**config.mk**
```make
export PLATFORM = sky130hd
export DESIGN_NAME = minmax_column_envelope_top
export DESIGN_NICKNAME = d
export VERILOG_FILES = /design/src/design/mce_pkg.sv /design/src/design/mce_mix.sv /design/src/design/mce_accum.sv /design/src/design/mce_color.sv /design/src/design/minmax_column_envelope_top.sv
export SDC_FILE = /design/constraint.sdc
export NUM_CORES = 2
export LEC_CHECK = 0
export BUFFER_PORTS_ARGS = -buffer_cell sky130_fd_sc_hd__buf_2
export CAP_MARGIN = 20
export CELL_PAD_IN_SITES_DETAIL_PLACEMENT = 1
export CELL_PAD_IN_SITES_GLOBAL_PLACEMENT = 2
export CORE_MARGIN = 2
export CORE_UTILIZATION = 46
export CTS_BUF_LIST = sky130_fd_sc_hd__clkbuf_4 sky130_fd_sc_hd__clkbuf_8
export CTS_CLUSTER_DIAMETER = 50
export CTS_CLUSTER_SIZE = 12
export DETAILED_ROUTE_END_ITERATION = 8
export PLACE_DENSITY_LB_ADDON = 0.1
export SLEW_MARGIN = 25
export SYNTH_ARGS = -nofsm -noshare
export SYNTH_HDL_FRONTEND = slang
export SYNTH_SLANG_ARGS = --single-unit
```
**constraint.sdc**
```tcl
create_clock -name clk -period 25.8 [get_ports clk]
set_input_delay 5.16 -clock clk [delete_from_list [all_inputs] [get_ports clk]]
set_output_delay 5.16 -clock clk [all_outputs]
set_load 0.01 [all_outputs]
```
**src/design/mce_pkg.sv**
```systemverilog
`default_nettype none
package mce_pkg;

  // sample and mix arithmetic
  localparam int SAMPLE_W = 24;
  localparam int MIX_FRAC = 8;
  localparam logic [MIX_FRAC:0] MIX_ONE = (MIX_FRAC+1)'(1) << MIX_FRAC;
  localparam logic [MIX_FRAC:0] MIX_HALF = MIX_ONE >> 1;

  // column length, unsigned Q16.8
  localparam int LEN_FRAC = 8;
  localparam int LEN_W = 24;
  localparam int CNT_W = LEN_W - LEN_FRAC + 1;
  localparam logic [LEN_W-1:0] LEN_MIN = LEN_W'(1) << LEN_FRAC;
  localparam logic [LEN_W-1:0] LEN_RESET = LEN_W'(6144);
  localparam logic [CNT_W-1:0] CNT_RESET = CNT_W'(LEN_RESET >> LEN_FRAC);
  localparam logic [LEN_FRAC-1:0] FRAC_RESET = LEN_RESET[LEN_FRAC-1:0];

  // configuration port
  localparam int CFG_IDX_W = 2;
  localparam int CFG_DATA_W = 24;
  localparam logic [CFG_IDX_W-1:0] CFG_CHANNEL_MODE = 2'd0;
  localparam logic [CFG_IDX_W-1:0] CFG_COLOR_MODE = 2'd1;
  localparam logic [CFG_IDX_W-1:0] CFG_COLUMN_LENGTH = 2'd2;

  // channel matrix modes
  localparam int MODE_W = 3;
  localparam logic [MODE_W-1:0] MODE_LEFT_RIGHT = 3'd0;
  localparam logic [MODE_W-1:0] MODE_MID_SIDE = 3'd1;
  localparam logic [MODE_W-1:0] MODE_LEFT = 3'd2;
  localparam logic [MODE_W-1:0] MODE_RIGHT = 3'd3;
  localparam logic [MODE_W-1:0] MODE_MID = 3'd4;
  localparam logic [MODE_W-1:0] MODE_SIDE = 3'd5;

  // colors
  localparam int COLOR_W = 24;
  localparam logic [COLOR_W-1:0] STATIC_COLOR_A = 24'hff3366;
  localparam logic [COLOR_W-1:0] STATIC_COLOR_B = 24'h3399ff;
  localparam logic [COLOR_W-1:0] HEAT_STOP_LOW = 24'h00ccff;
  localparam logic [COLOR_W-1:0] HEAT_STOP_MID = 24'hccff00;
  localparam logic [COLOR_W-1:0] HEAT_STOP_HIGH = 24'hff0055;

  typedef logic signed [SAMPLE_W-1:0] sample_t;

  // mixed track values of one sample
  typedef struct packed {
    sample_t va;
    sample_t vb;
  } mix_t;

  // extremes of one finished column
  typedef struct packed {
    sample_t min_a;
    sample_t max_a;
    sample_t min_b;
    sample_t max_b;
  } col_t;

endpackage
`default_nettype wire

```
**src/design/mce_mix.sv**
```systemverilog
`default_nettype none
module mce_mix (
  input  wire logic                         clk,
  input  wire logic                         rst_n,
  input  wire logic                         in_valid,
  input  wire mce_pkg::sample_t             in_left,
  input  wire mce_pkg::sample_t             in_right,
  input  wire logic [mce_pkg::MODE_W-1:0]   channel_mode,
  output logic                              up_ready,
  output logic                              mix_valid,
  output mce_pkg::mix_t                     mix_beat,
  input  wire logic                         down_ready
);
  import mce_pkg::*;

  logic                  valid_r;
  mix_t                  beat_r;
  mix_t                  beat_nxt;
  logic signed [SAMPLE_W:0] sum;
  logic signed [SAMPLE_W:0] diff;
  sample_t               mid;
  sample_t               side;

  // halved sum and difference, floored
  assign sum  = {in_left[SAMPLE_W-1], in_left} + {in_right[SAMPLE_W-1], in_right};
  assign diff = {in_left[SAMPLE_W-1], in_left} - {in_right[SAMPLE_W-1], in_right};
  assign mid  = sum[SAMPLE_W:1];
  assign side = diff[SAMPLE_W:1];

  // channel matrix
  always_comb begin
    beat_nxt = '0;
    unique case (channel_mode)
      MODE_LEFT_RIGHT: begin
        beat_nxt.va = in_left;
        beat_nxt.vb = in_right;
      end
      MODE_MID_SIDE: begin
        beat_nxt.va = mid;
        beat_nxt.vb = side;
      end
      MODE_LEFT:  beat_nxt.va = in_left;
      MODE_RIGHT: beat_nxt.va = in_right;
      MODE_MID:   beat_nxt.va = mid;
      MODE_SIDE:  beat_nxt.va = side;
      default:    beat_nxt = '0;
    endcase
  end

  assign up_ready  = !valid_r || down_ready;
  assign mix_valid = valid_r;
  assign mix_beat  = beat_r;

  // input register
  always_ff @(posedge clk) begin
    if (!rst_n) begin
      valid_r <= 1'b0;
    end else if (up_ready) begin
      valid_r <= in_valid;
    end
  end

  always_ff @(posedge clk) begin
    if (up_ready && in_valid) begin
      beat_r <= beat_nxt;
    end
  end

endmodule
`default_nettype wire

```
**src/design/mce_accum.sv**
```systemverilog
`default_nettype none
module mce_accum (
  input  wire logic                        clk,
  input  wire logic                        rst_n,
  input  wire logic                        mix_valid,
  input  wire mce_pkg::mix_t               mix_beat,
  input  wire logic [mce_pkg::LEN_W-1:0]   column_length,
  output logic                             up_ready,
  output logic                             col_valid,
  output mce_pkg::col_t                    col_beat,
  input  wire logic                        down_ready
);
  import mce_pkg::*;

  sample_t               run_min_a_r;
  sample_t               run_max_a_r;
  sample_t               run_min_b_r;
  sample_t               run_max_b_r;
  logic [CNT_W-1:0]      remaining_r;
  logic [LEN_FRAC-1:0]   frac_r;
  logic                  col_valid_r;
  col_t                  col_r;

  col_t                  ext_nxt;
  logic                  take;
  logic                  boundary;
  logic [LEN_W-1:0]      eff_len;
  logic [LEN_W:0]        next_end;

  assign up_ready  = !col_valid_r || down_ready;
  assign take      = mix_valid && up_ready;
  assign col_valid = col_valid_r;
  assign col_beat  = col_r;

  // running extremes including the current sample
  always_comb begin
    ext_nxt.min_a = (mix_beat.va < run_min_a_r) ? mix_beat.va : run_min_a_r;
    ext_nxt.max_a = (mix_beat.va > run_max_a_r) ? mix_beat.va : run_max_a_r;
    ext_nxt.min_b = (mix_beat.vb < run_min_b_r) ? mix_beat.vb : run_min_b_r;
    ext_nxt.max_b = (mix_beat.vb > run_max_b_r) ? mix_beat.vb : run_max_b_r;
  end

  // last sample of a column, and the end of the next one
  assign boundary = (remaining_r[CNT_W-1:1] == '0);
  assign eff_len  = (column_length[LEN_W-1:LEN_FRAC] == '0) ? LEN_MIN : column_length;
  assign next_end = {1'b0, {(LEN_W-LEN_FRAC){1'b0}}, frac_r} + {1'b0, eff_len};

  // running state and column counter
  always_ff @(posedge clk) begin
    if (!rst_n) begin
      run_min_a_r <= '0;
      run_max_a_r <= '0;
      run_min_b_r <= '0;
      run_max_b_r <= '0;
      remaining_r <= CNT_RESET;
      frac_r      <= FRAC_RESET;
    end else if (take) begin
      if (boundary) begin
        run_min_a_r <= '0;
        run_max_a_r <= '0;
        run_min_b_r <= '0;
        run_max_b_r <= '0;
        remaining_r <= next_end[LEN_W:LEN_FRAC];
        frac_r      <= next_end[LEN_FRAC-1:0];
      end else begin
        run_min_a_r <= ext_nxt.min_a;
        run_max_a_r <= ext_nxt.max_a;
        run_min_b_r <= ext_nxt.min_b;
        run_max_b_r <= ext_nxt.max_b;
        remaining_r <= remaining_r - CNT_W'(1);
      end
    end
  end

  // finished column register
  always_ff @(posedge clk) begin
    if (!rst_n) begin
      col_valid_r <= 1'b0;
    end else if (up_ready) begin
      col_valid_r <= take && boundary;
    end
  end

  always_ff @(posedge clk) begin
    if (take && boundary) begin
      col_r <= ext_nxt;
    end
  end

endmodule
`default_nettype wire

```
**src/design/mce_color.sv**
```systemverilog
`default_nettype none
module mce_color (
  input  wire logic                          clk,
  input  wire logic                          rst_n,
  input  wire logic                          col_valid,
  input  wire mce_pkg::col_t                 col_beat,
  input  wire logic                          color_mode,
  output logic                               up_ready,
  output logic                               out_valid,
  input  wire logic                          out_stall,
  output mce_pkg::col_t                      out_col,
  output logic [mce_pkg::COLOR_W-1:0]        out_color_a,
  output logic [mce_pkg::COLOR_W-1:0]        out_color_b
);
  import mce_pkg::*;

  // position on the heat map: segment and blend weight
  typedef struct packed {
    logic                seg;
    logic [MIX_FRAC:0]   t;
  } heat_t;

  typedef struct packed {
    col_t   col;
    heat_t  heat_a;
    heat_t  heat_b;
  } heat_beat_t;

  logic                  heat_valid_r;
  heat_beat_t            heat_r;
  heat_beat_t            heat_nxt;
  logic                  out_valid_r;
  col_t                  out_col_r;
  logic [COLOR_W-1:0]    color_a_r;
  logic [COLOR_W-1:0]    color_b_r;
  logic [COLOR_W-1:0]    color_a_nxt;
  logic [COLOR_W-1:0]    color_b_nxt;
  logic                  out_ready;

  // peak times 1.5, in mix fraction units, saturated at one
  function automatic heat_t heat_pos(input sample_t mn, input sample_t mx);
    logic [SAMPLE_W-1:0]          neg;
    logic [SAMPLE_W-1:0]          peak;
    logic [SAMPLE_W+1:0]          prod3;
    logic [SAMPLE_W+MIX_FRAC:0]   scaled;
    logic [MIX_FRAC:0]            a;
    logic [MIX_FRAC:0]            above;
    heat_t                        h;
    neg    = (~mn) + SAMPLE_W'(1);
    peak   = ($unsigned(mx) > neg) ? $unsigned(mx) : neg;
    prod3  = {2'b00, peak} + {1'b0, peak, 1'b0};
    scaled = {prod3, {(MIX_FRAC-1){1'b0}}};
    a      = scaled[SAMPLE_W-1 +: MIX_FRAC+1];
    if (a > MIX_ONE) begin
      a = MIX_ONE;
    end
    above = a - MIX_HALF;
    if (a < MIX_HALF) begin
      h.seg = 1'b0;
      h.t   = {a[MIX_FRAC-1:0], 1'b0};
    end else begin
      h.seg = 1'b1;
      h.t   = {above[MIX_FRAC-1:0], 1'b0};
    end
    return h;
  endfunction

  // linear blend per color channel
  function automatic logic [COLOR_W-1:0] blend(input logic [COLOR_W-1:0] c0,
                                               input logic [COLOR_W-1:0] c1,
                                               input logic [MIX_FRAC:0] t);
    logic [COLOR_W-1:0]       res;
    logic [MIX_FRAC:0]        w0;
    logic [MIX_FRAC+9:0]      acc;
    w0  = MIX_ONE - t;
    res = '0;
    for (int ch = 0; ch < 3; ch++) begin
      acc = (MIX_FRAC+10)'(c0[ch*8 +: 8]) * (MIX_FRAC+10)'(w0)
          + (MIX_FRAC+10)'(c1[ch*8 +: 8]) * (MIX_FRAC+10)'(t);
      res[ch*8 +: 8] = acc[MIX_FRAC +: 8];
    end
    return res;
  endfunction

  function automatic logic [COLOR_W-1:0] heat_color(input heat_t h);
    logic [COLOR_W-1:0] c;
    if (h.seg) begin
      c = blend(HEAT_STOP_MID, HEAT_STOP_HIGH, h.t);
    end else begin
      c = blend(HEAT_STOP_LOW, HEAT_STOP_MID, h.t);
    end
    return c;
  endfunction

  assign out_ready = !out_valid_r || !out_stall;
  assign up_ready  = !heat_valid_r || out_ready;

  // heat map position stage
  always_comb begin
    heat_nxt.col    = col_beat;
    heat_nxt.heat_a = heat_pos(col_beat.min_a, col_beat.max_a);
    heat_nxt.heat_b = heat_pos(col_beat.min_b, col_beat.max_b);
  end

  always_ff @(posedge clk) begin
    if (!rst_n) begin
      heat_valid_r <= 1'b0;
    end else if (up_ready) begin
      heat_valid_r <= col_valid;
    end
  end

  always_ff @(posedge clk) begin
    if (up_ready && col_valid) begin
      heat_r <= heat_nxt;
    end
  end

  // color select
  always_comb begin
    if (color_mode) begin
      color_a_nxt = heat_color(heat_r.heat_a);
      color_b_nxt = heat_color(heat_r.heat_b);
    end else begin
      color_a_nxt = STATIC_COLOR_A;
      color_b_nxt = STATIC_COLOR_B;
    end
  end

  // result register
  always_ff @(posedge clk) begin
    if (!rst_n) begin
      out_valid_r <= 1'b0;
    end else if (out_ready) begin
      out_valid_r <= heat_valid_r;
    end
  end

  always_ff @(posedge clk) begin
    if (out_ready && heat_valid_r) begin
      out_col_r <= heat_r.col;
      color_a_r <= color_a_nxt;
      color_b_r <= color_b_nxt;
    end
  end

  assign out_valid   = out_valid_r;
  assign out_col     = out_col_r;
  assign out_color_a = color_a_r;
  assign out_color_b = color_b_r;

endmodule
`default_nettype wire

```
**src/design/minmax_column_envelope_top.sv**
```systemverilog
// a column's result passes from the column register through the heat and result registers
// throughput: one sample beat per cycle unless stalled; four register stages (mix, column,
// heat, result) each hold one beat and advance whenever the stage after them is free
// reset: synchronous, active low; clears pipeline valid flags and running extremes,
// restores config defaults and loads the column counter from the reset column length
`default_nettype none
module minmax_column_envelope_top (
  input  wire logic                            clk,
  input  wire logic                            rst_n,
  input  wire logic                            in_valid,
  output logic                                 in_stall,
  input  wire mce_pkg::sample_t                in_left_sample,
  input  wire mce_pkg::sample_t                in_right_sample,
  output logic                                 out_valid,
  input  wire logic                            out_stall,
  output mce_pkg::sample_t                     out_track_a_min,
  output mce_pkg::sample_t                     out_track_a_max,
  output mce_pkg::sample_t                     out_track_b_min,
  output mce_pkg::sample_t                     out_track_b_max,
  output logic [mce_pkg::COLOR_W-1:0]          out_track_a_color,
  output logic [mce_pkg::COLOR_W-1:0]          out_track_b_color,
  input  wire logic                            cfg_valid,
  output logic                                 cfg_ready,
  input  wire logic [mce_pkg::CFG_IDX_W-1:0]   cfg_index,
  input  wire logic [mce_pkg::CFG_DATA_W-1:0]  cfg_data
);
  import mce_pkg::*;

  logic [MODE_W-1:0]   channel_mode_r;
  logic                color_mode_r;
  logic [LEN_W-1:0]    column_length_r;

  logic                mix_ready;
  logic                mix_valid;
  mix_t                mix_beat;
  logic                acc_ready;
  logic                col_valid;
  col_t                col_beat;
  logic                color_ready;
  col_t                out_col;

  // configuration registers
  assign cfg_ready = 1'b1;

  always_ff @(posedge clk) begin
    if (!rst_n) begin
      channel_mode_r  <= MODE_LEFT_RIGHT;
      color_mode_r    <= 1'b0;
      column_length_r <= LEN_RESET;
    end else if (cfg_valid && cfg_ready) begin
      unique case (cfg_index)
        CFG_CHANNEL_MODE:  channel_mode_r  <= cfg_data[MODE_W-1:0];
        CFG_COLOR_MODE:    color_mode_r    <= cfg_data[0];
        CFG_COLUMN_LENGTH: column_length_r <= cfg_data[LEN_W-1:0];
        default: begin
        end
      endcase
    end
  end

  // channel matrix stage
  mce_mix u_mix (
    .clk          (clk),
    .rst_n        (rst_n),
    .in_valid     (in_valid),
    .in_left      (in_left_sample),
    .in_right     (in_right_sample),
    .channel_mode (channel_mode_r),
    .up_ready     (mix_ready),
    .mix_valid    (mix_valid),
    .mix_beat     (mix_beat),
    .down_ready   (acc_ready)
  );

  assign in_stall = !mix_ready;

  // running extremes and column boundaries
  mce_accum u_accum (
    .clk           (clk),
    .rst_n         (rst_n),
    .mix_valid     (mix_valid),
    .mix_beat      (mix_beat),
    .column_length (column_length_r),
    .up_ready      (acc_ready),
    .col_valid     (col_valid),
    .col_beat      (col_beat),
    .down_ready    (color_ready)
  );

  // colors and result register
  mce_color u_color (
    .clk         (clk),
    .rst_n       (rst_n),
    .col_valid   (col_valid),
    .col_beat    (col_beat),
    .color_mode  (color_mode_r),
    .up_ready    (color_ready),
    .out_valid   (out_valid),
    .out_stall   (out_stall),
    .out_col     (out_col),
    .out_color_a (out_track_a_color),
    .out_color_b (out_track_b_color)
  );

  assign out_track_a_min = out_col.min_a;
  assign out_track_a_max = out_col.max_a;
  assign out_track_b_min = out_col.min_b;
  assign out_track_b_max = out_col.max_b;

endmodule
`default_nettype wire
```
# After elaboration in Yosys (flattened, before gate mapping)
# Index checks and enable logic that the tools add are counted.
# totals
reg_bits	557
in_bits	79
wordCells	121
# op_classes
addsub	14
mul	10
n_lt_le_gt_ge	10
eq_ne	7
muxes	20
bitwise	2
reduce_logical	25
# ops
cell	n
24-bit 2-to-1 mux	13
24-bit greater-than comparator	4
24-bit one-hot mux with 4 select lines	1
8-bit by 9-bit multiplier with 16-bit output, first input constant	4
6-bit by 9-bit multiplier with 14-bit output, first input constant	4
24-bit by 25-bit adder with 25-bit output	2
24-bit by 2-bit adder with 24-bit output, second input constant	2
24-bit < comparator	2
24-bit inverter	2
24-bit one-hot mux with 2 select lines	1
16-bit adder	2
16-bit zero test	2
7-bit by 9-bit multiplier with 16-bit output, first input constant	2
24-bit by 24-bit adder with 25-bit output	1
8-bit by 24-bit adder with 25-bit output	1
24-bit by 24-bit subtractor with 25-bit output	1
10-bit 2-to-1 mux	2
9-bit greater-than comparator, second input constant	2
9-bit by 8-bit < comparator with 1-bit output, second input constant	2
9-bit 2-to-1 mux	2
9-bit subtractor, first input constant	2
17-bit 2-to-1 mux	1
17-bit by 1-bit subtractor with 17-bit output, second input constant	1
8-bit subtractor, second input constant	2
12 further kinds	30

# Depth between registers and ports, before layout
# logic_depth
word_depth	9
ltp_mapped	32

# Hierarchy
# From an unflattened synthesis, not the netlist that was laid out.
# hier_totals
hier_cells	3912
area_unflattened_um2	40736.6
# modules_own_cells
mod	instances	cells_per_inst	area_per_inst_um2
mce_color	1	2070	23094.6
mce_accum	1	1083	11297.1
mce_mix	1	636	5206.2
minmax_column_envelope_top	1	123	1138.6

# Worst setup path before layout
# OpenSTA, ideal clock, no wires.
# synth_timing
path_type	input-to-reg
startpoint	input port out_stall
endpoint	register u_color.out_col_r (netlist bit u_color.out_col[0]) (enable)
t_arrival_ns	15.558
required_ns	24.934
setup_slack_ns	9.376
path_stages	1
n_path_buf	0
cell_sequence	a21boi_0
# synth_via
elab_chain_len	3
# synth_rtl
element	line_no	text
from (decl)	minmax_column_envelope_top.sv:15	input wire logic out_stall,
1-bit zero test	mce_color.sv:95	assign out_ready = !out_valid_r || !out_stall;
1-bit logical OR	mce_color.sv:95	
1-bit logical AND	mce_color.sv:140	if (out_ready && heat_valid_r) begin
to (signal assigned)	mce_color.sv:141	out_col_r <= heat_r.col;
to (decl)	mce_color.sv:33	col_t out_col_r;
# No other way between the ends.
# A chain may end at the register's enable or synchronous reset.

# Final worst setup path
# layout_timing
startpoint	input port out_stall
endpoint	output port in_stall
# layout_via
elab_chain_len	6
# layout_rtl
element	line_no	text
1-bit zero test	mce_color.sv:95	
1-bit logical OR	mce_color.sv:95	
1-bit logical OR	mce_color.sv:96	assign up_ready = !heat_valid_r || out_ready;
1-bit logical OR	mce_accum.sv:30	assign up_ready = !col_valid_r || down_ready;
1-bit logical OR	mce_mix.sv:50	assign up_ready = !valid_r || down_ready;
1-bit zero test	minmax_column_envelope_top.sv:75	assign in_stall = !mix_ready;
to (decl)	minmax_column_envelope_top.sv:11	output logic in_stall,
# No other way between the ends.

==> results.md <==
- Outcome: finished, final reports clean
- Routed length on met3: 4380 um
- Routed WL: 110000 um
- Die height: 302 um
- Grt ovf: 0
- Critical setup path kind: input port to output port
- Max clock buf depth: 3
- Sequential share of the synthesized area: 37.1%
- I/O pins: 226
- Max-slew violations: 0
- Layout Cells excl Fill: 5383
- Worst Max-Slew Pin Slew: 0.993 ns
- Setup Fix Bufs, Post-CTS: 0
- Ys flop type: edfxtp_1
- Row count: 109
- Sequential share of power: 47.9%
- Highest routed layer: met5
- Post-detail-place hpwl: 86000 um
- Int Power: 1.51 mW
- Final period utilization: 43.2%
- Ys Warns: 0
- Die W: 302 um
- Worst Path Max Fanout: 4
- Die area: 91100 um^2
- Worst rel slew slack: 33.8%
- P_sw: 0.578 mW
- Placed cell count: 5229
- Max-cap violations: 0
- Pleak: 19.1 nW
- First-pass GRT wire length: 174000 um
- Number of I/O port buffers: 224
- Net Sw Frac: 27.6%
- Yosys reg bits: 555
- Mapped Cells: 3939
- Worst hold path type: flip-flop to flip-flop
- H-tree levels: 3
- Worst hold margin: 0.415 ns
- Post-Syn Nets: 4714
- Pin count of the biggest net entering global routing: 107
- Routed len/inst: 20.5 um
- Final GP Congestion: 0.873
- Layout area overhead: 10.6%
- Final hold vios: 0
- Clock network fraction of total power: 39.9%
- Commonest non-fill, non-tap cells in the layout: inv_1, ha_1, edfxtp_1
- DRT antenna net count: 0
- Via Count: 29500
- NumNets Final: 4922
- Fraction of layout cells with a size suffix above 1: 12.6%
- Number of synthesized flops with an enable pin: 402
- Initial core utilization: 46.3%
- Total GRT Usage: 24.3%
- Number of remaining DRC errors: 0
- Startpoint types: input port
- Combinational power share: 12.2%
- Ys async rst share: 0%
- CTS tree: yes
- Post-CTS resize count: 0
- TritonCTS Buffers: 81
- Max IR drop VDD: 0.0476 mV
- Worst EP arrival: 6.00 ns
- Root Buffer: clkbuf_8
- P per Cell Area: 46.3 nW/um^2
- Crit end category: output port
- DR WL met2: 53000 um
- Clock sink total: 555
- Unrepaired setup endpoints after global routing: no
- Most common cell after layout, fill and taps aside: inv_1
- Vias in the first global route: 31000
- Util after Layout: 51.2%
- Setup total negative slack: 0 ns
- Clock skew: 0.0513 ns
- First-pass DRT Iterations: 5
- Iter 0 DRT Violations: 1216
- Core region area: 88100 um^2
- CTS Hold Bufs: 0
- Req. time, crit path: 20.64 ns
- Setup violations, final: 0
- Vias per inst: 5.48
- Post-synthesis instance area: 40800 um^2
- Distinct cells, synth: 86
- Fillers: 9796
- Fmax: 89.6 MHz
- Syn avg cell area: 10.4 um^2
- Initial antenna violation count: 6
- Clk_lat worst skew: 0.72 ns
- Clock transition at the registers of the reported paths: 0.08 ns
- Wl on met1: 49700 um
- Min Tclk post-route: 11.16 ns
## metal layers
| layer | track usage, % | vias to the layer above |
|---|---|---|
| met5 | 0 | - |
| met4 | 7.23 | 4 |
| li1 | - | 14300 |
| met2 | 41.5 | 519 |
| met3 | 3.71 | 162 |
| met1 | 31.9 | 14500 |
## sequential cells by signal, summed over array words and instances (netlist names), 3 cells and up
name	flops
u_accum.col_beat	96
u_accum.remaining_r	17
u_color.out_col	96
u_color.out_color_b	24
u_accum.run_min_b_r	24
u_accum.run_max_b_r	24
u_accum.run_min_a_r	24
u_accum.run_max_a_r	24
u_color.heat_r	114
u_accum.frac_r	8
channel_mode_r	3
u_color.out_color_a	24
u_mix.mix_beat	48
column_length_r	24
## critical path, cell delays in order
cell and delay (ns):
buf_2 0.13, and3_1 0.27, and3_1 0.27, buf_2 0.16
## power by group through the flow
stage	combinational (mW)	sequential (mW)	clock [mW]
floorplan	0.181	1.01	0
global placement	0.246	1.02	0
detailed placement	0.254	1.02	0
CTS	0.256	1.00	0.861
global route	0.287	1.00	0.894
finish	0.255	1.00	0.836
## cells in the mapped netlist (7+ instances only)
library cell | instances | area (um^2)
a211o_1 | 10 | 87.6
a211oi_1 | 17 | 128
a21boi_0 | 38 | 285
a21o_1 | 86 | 646
a21oi_1 | 156 | 781
a221o_1 | 7 | 70.1
a221oi_1 | 17 | 149
a22oi_1 | 66 | 495
a31oi_1 | 13 | 81.3
a32o_1 | 25 | 250
and2_1 | 26 | 163
and3_1 | 15 | 93.8
buf_1 | 13 | 48.8
clkbuf_1 | 113 | 424
dfxtp_1 | 153 | 3060
edfxtp_1 | 402 | 12100
fa_1 | 183 | 3660
ha_1 | 513 | 6420
inv_1 | 520 | 1950
mux2_2 | 85 | 957
mux2i_1 | 37 | 370
nand2_1 | 247 | 927
nand2b_1 | 39 | 244
nand3_1 | 92 | 460
nand4_1 | 54 | 338
nor2_1 | 179 | 672
nor2b_1 | 95 | 594
nor3_1 | 89 | 445
nor3b_1 | 13 | 97.6
nor4_1 | 16 | 100
o211ai_1 | 42 | 315
o21a_1 | 47 | 353
o21ai_0 | 154 | 771
o21bai_1 | 28 | 210
o22ai_1 | 16 | 100
o311ai_0 | 12 | 105
o31ai_1 | 11 | 82.6
or2_2 | 10 | 62.6
or3_1 | 9 | 56.3
or4_1 | 9 | 67.6
xnor2_1 | 129 | 1130
xor2_1 | 61 | 534
## per-stage QoR
| stage | setup WS (ns) | cell area (um^2) | total power, mW |
|---|---|---|---|
| detailed placement | 14.64 | 43200 | 1.28 |
| finish | 14.64 | 45200 | 2.09 |
| CTS | 14.63 | 45100 | 2.12 |
| global route | 14.58 | 45200 | 2.18 |
| floorplan | 9.38 | 40800 | 1.19 |
| global placement | 14.66 | 43200 | 1.27 |
## cell families after synthesis
logic type                 count (synthesis)  synth area share, %
buffers and inverters                    650                 5.99
adders and majority gates                700                 24.8
other                                      1              0.00919
xor gates and xnor gates                 194                 4.31
AOI/OAI and AO/OA                        797                 13.3
DFF                                      555                 37.1
muxes                                    123                 3.31
and+or+nand+nor                          919                 11.2
## cell type report
type | count | area [um^2] | area share, %
inverters | 522 | 1960 | 4.35
repair buffers | 253 | 1370 | 3.02
multi-input cells | 2734 | 23300 | 51.7
clock buffers | 97 | 1280 | 2.83
well taps | 1165 | 1460 | 3.23
diodes | 3 | 7.51 | 0.0166
flip-flops and latches | 555 | 15100 | 33.5
clock inverters | 54 | 626 | 1.39
## worst paths after layout
| kind | from | to | slack [ns] | cells after the start |
|---|---|---|---|---|
| worst min-delay path | u_color.heat_r[105] | u_color.out_col[85] | 0.41 | 0 |
| worst min register to register | u_color.heat_r[105] | u_color.out_col[85] | 0.41 | 0 |
| worst max register to register | u_accum.col_beat[75] | u_color.heat_r[19] | 17.34 | 25 |
| worst max-delay path | out_stall | in_stall | 14.64 | 4 |
Power figures use the tool's default switching activity.
